--- config.mk ---
export PLATFORM = sky130hd
export DESIGN_NAME = iss_ctrl
export DESIGN_NICKNAME = d
export VERILOG_FILES = /design/src/hw/rtl/iss_pkg.sv /design/src/hw/rtl/iss_ctrl.sv
export SDC_FILE = /design/constraint.sdc
export NUM_CORES = 1
export LEC_CHECK = 0
export ABC_AREA = 1
export BUFFER_PORTS_ARGS = -buffer_cell sky130_fd_sc_hd__buf_2
export CAP_MARGIN = 20
export CORE_AREA = 2 2 39 41
export DETAILED_ROUTE_END_ITERATION = 10
export DIE_AREA = 0 0 41 43
export SLEW_MARGIN = 20
export SYNTH_ARGS = -nofsm -noshare
export SYNTH_HDL_FRONTEND = slang
export SYNTH_SLANG_ARGS = --single-unit
--- constraint.sdc ---
create_clock -name clk -period 1.2 [get_ports clk]
set_input_delay 0.24 -clock clk [delete_from_list [all_inputs] [get_ports clk]]
set_output_delay 0.24 -clock clk [all_outputs]
set_load 0.005 [all_outputs]
--- src/hw/rtl/iss_pkg.sv ---
// ---------------------------------------------------------------------------
// iss_pkg: shared types and constants for the indexed sequence store
// Field widths, opcode and status codes, and the control/status bundles
// passed between the controller and the datapath.
// ---------------------------------------------------------------------------
`timescale 1ns / 1ps

package iss_pkg;

  localparam int DATA_W       = 32;
  localparam int OP_W         = 3;
  localparam int POS_W        = 9;
  localparam int ST_W         = 2;
  localparam int LEN_W        = 9;
  localparam int DEF_CAPACITY = 256;

  // Opcodes
  localparam logic [OP_W-1:0] OP_READ     = 3'd0;
  localparam logic [OP_W-1:0] OP_INS_HEAD = 3'd1;
  localparam logic [OP_W-1:0] OP_INS_TAIL = 3'd2;
  localparam logic [OP_W-1:0] OP_INS_AT   = 3'd3;
  localparam logic [OP_W-1:0] OP_DELETE   = 3'd4;

  // Result status codes
  localparam logic [ST_W-1:0] ST_DONE  = 2'd0;
  localparam logic [ST_W-1:0] ST_RANGE = 2'd1;
  localparam logic [ST_W-1:0] ST_FULL  = 2'd2;

  // What a request does to the store once decoded
  typedef enum logic [1:0] {
    K_NONE,
    K_READ,
    K_INS,
    K_DEL
  } kind_t;

  // Controller to datapath
  typedef struct packed {
    logic load;    // capture request, issue lookup read
    logic cap_rd;  // capture lookup read data as result value
    logic step;    // issue one shift read and advance the scan index
    logic commit;  // place inserted value, update count
    logic emit;    // load output register
  } cmd_t;

  // Datapath to controller
  typedef struct packed {
    logic look_now;   // incoming request is an in-range read
    logic shift_now;  // incoming request needs a shift pass
    logic last;       // current scan index is the final one
    logic slot_free;  // output register can take a result
  } sts_t;

endpackage

--- src/hw/rtl/iss_ctrl.sv ---
// ---------------------------------------------------------------------------
// iss_ctrl: request sequencer for the indexed sequence store
// Steps each request through lookup, shift, commit and result hand-off.
// ---------------------------------------------------------------------------
`timescale 1ns / 1ps

module iss_ctrl (
  input  logic          clk,
  input  logic          rst_n,
  input  logic          in_valid,
  output logic          in_stall,
  input  iss_pkg::sts_t sts,
  output iss_pkg::cmd_t cmd
);

  import iss_pkg::*;

  typedef enum logic [2:0] {
    S_IDLE,
    S_LOOK,
    S_SHIFT,
    S_DRAIN,
    S_COMMIT,
    S_FINISH
  } state_t;

  state_t state_r, state_nxt;

  always_comb begin
    state_nxt = state_r;
    cmd       = '0;
    unique case (state_r)
      S_IDLE: begin
        if (in_valid) begin
          cmd.load = 1'b1;
          if (sts.look_now) begin
            state_nxt = S_LOOK;
          end else if (sts.shift_now) begin
            state_nxt = S_SHIFT;
          end else begin
            state_nxt = S_COMMIT;
          end
        end
      end
      S_LOOK: begin
        cmd.cap_rd = 1'b1;
        state_nxt  = S_COMMIT;
      end
      S_SHIFT: begin
        cmd.step = 1'b1;
        if (sts.last) begin
          state_nxt = S_DRAIN;
        end
      end
      // let the final moved word land
      S_DRAIN: begin
        state_nxt = S_COMMIT;
      end
      S_COMMIT: begin
        cmd.commit = 1'b1;
        state_nxt  = S_FINISH;
      end
      S_FINISH: begin
        if (sts.slot_free) begin
          cmd.emit  = 1'b1;
          state_nxt = S_IDLE;
        end
      end
      default: begin
        state_nxt = S_IDLE;
      end
    endcase
  end

  always_ff @(posedge clk) begin
    if (!rst_n) begin
      state_r <= S_IDLE;
    end else begin
      state_r <= state_nxt;
    end
  end

  assign in_stall = (state_r != S_IDLE);

endmodule

==> impl_metrics.json <==
{
  "cellPowerDensity_nw_per_um2": 1740,
  "syn_inst": 47,
  "clk_latency_ns": 0.23,
  "slew_headroom": 0.8710,
  "first_iter_violations": 18,
  "fin_tns_setup_ns": -0.02412,
  "cp_max_fo": 4,
  "finalCritPeriodShare": 1.018,
  "cp_num_buf_inv": 3,
  "core.rowCount": 14,
  "clkTransAtPathRegs_ns": 0.04,
  "hold_viol": 0,
  "ios": 13,
  "avgRoutedWirePerCell_um": 7.704,
  "cp_cell_sequence": "inv_2, nor2_2, nand2_1, inv_1, buf_2",
  "place_area_um2": 332.8,
  "synth.cell_area_um2": 252.7,
  "grt_start_max_net_pins": 9,
  "cts_tree": "done",
  "final_max_slew_viol_count": 0,
  "vdd_drop_max_mv": 0.6724,
  "largest_reg_flops": 3,
  "rsz0062_at_grt": "yes",
  "vias": 320,
  "cp.required_ns": 0.96,
  "gr-total-overflow": 0,
  "status": "complete, but fails checks",
  "die_x_um": 41,
  "grt_use_total": 0.08626,
  "start_util": 0.1826,
  "drc": 0,
  "layout_common_cells": "12 x buf_2, 10 x inv_1, 10 x nor2_1, 7 x nand2_1, 4 x inv_2",
  "via_per_inst": 3.951,
  "finalNetCount": 73,
  "cpLargestDelayFamily": "flip-flops",
  "pre_cts_slack_ns": 0.1134,
  "setup_viol": 2,
  "place.gp.congestion": 0.7627,
  "fmax_mhz": 818.3,
  "critical_path_class": "flop to output port",
  "grt_pass1_vias": 260,
  "max_stage_delay_ns": 0.37,
  "numClockSinks": 3,
  "slowest_stage": "dfxtp_4",
  "die_h_um": 43,
  "grt_first_pass_wirelength_um": 986,
  "setup_ws_ns": -0.02211,
  "cap_violations": 0,
  "worstMarginPinSlew_ns": 0.1915,
  "ys_types": 11,
  "min_path_type": "input port to flop",
  "arrival_ns": 0.98,
  "synth-seq-cells": 3,
  "regMostFlops": "state_r",
  "dpl.hpwl_um": 494.2,
  "io_buffer_count": 12,
  "synth_warnings": 0,
  "cts_buffer_depth": 2,
  "period_needed_ns": 1.222,
  "layout-drive-gt1-share": 0.4462,
  "layout.cells.most_common": "buf_2",
  "cts_buffers": 3,
  "num_antenna_cells": 0,
  "dr.pass1.iters": 4,
  "h-tree-depth": 1,
  "syn_avg_cell_area_um2": 5.377,
  "area_delta_synth_final_pct": 56.44,
  "crit_path_end_kind": "output port",
  "root_buffer": "clkbuf_4",
  "violations": "setup timing",
  "final_util": 0.2857,
  "syn_nets": 54,
  "drtAntennaViolNets": 0,
  "final_cell_area_um2": 395.4,
  "antenna_found_initial": 0,
  "coreArea_um2": 1384,
  "worst_setup_path_start_kind": "flop",
  "leakagePower_uw": 0.0002553,
  "die-area_um2": 1763,
  "wirelength_um": 624,
  "totalPowerFinal_uw": 687.8,
  "finClkSkew_ns": 0.0005898,
  "reg.largest.list": "state_r (3)",
  "ys_seq_area_frac": 0.2376
}
==> synthesized netlist by cell type <==
library cell,count,share of area
nor2_1,10,0.15
inv_2,2,0.030
o211ai_1,1,0.030
nand3_1,4,0.079
inv_1,12,0.18
dfxtp_1,3,0.24
nor3_1,1,0.020
o21ai_0,3,0.059
nand3_2,1,0.040
nand2_1,7,0.10
nor2_2,3,0.074
==> where the power goes <==
part           internal [uW]  total, uW  switching (uW)
combinational            153        323             170
sequential               137        184            46.6
clock                    125        181            55.9
==> what timing repair did <==
| item | 4_1_cts | 5_1_grt |
|---|---|---|
| setup buffers | 1 | 1 |
| pin swaps | 1 | 1 |
| hold buffers | 0 | 0 |
| gates cloned | 0 | 0 |
| resized for setup | 7 | 3 |
| endpoints found under the setup margin | 5 | 5 |
==> cell type report <==
cell class,count,area [um^2]
Clock buffer,4,26.28
Timing Repair Buffer,14,75.07
Fill cell,160,988.4
Inverter,14,52.55
Multi-Input combinational cell,30,150.1
Sequential cell,3,71.32
Tap cell,16,20.02
==> metrics by stage <==
step                      std cells  hold WS (ns)
final                            81        0.2338
after global routing             81        0.2351
after CTS                        80        0.2275
after detailed placement         75        0.4851
after global placement           75        0.4877
after floorplan                  47        0.3522
==> per-layer routing <==
metal / share of wire / wire length [um] / global-route usage
met3: 0.085 / 53 / 0.06283
met5: 0 / 0 / 0
met1: 0.47 / 291 / 0.1026
met4: 0 / 0 / 0.02000
met2: 0.45 / 280 / 0.1219
==> cell families after synthesis <==
family                 after synthesis  share of synthesized area
AND/OR/NAND/NOR                     26                     0.4654
buffers and inverters               14                     0.2079
flip-flops                           3                     0.2376
AO/OA/AOI/OAI                        4                    0.08910
==> tightest hold or removal path, cell delays in order <==
cell and delay, ns:
buf_2 0.11, inv_1 0.04, nor2_1 0.03
==> worst paths after layout <==
path / slack [ns] / from / depth (start not counted) / end
max: -0.02 / state_r[1] / 5 / cmd[2]
min reg2reg: 0.67 / state_r[2] / 3 / state_r[2]
min: 0.23 / rst_n / 3 / state_r[1]
max reg2reg: 0.07 / state_r[0] / 9 / state_r[1]
Note: power is estimated with default switching activity, not from simulation.
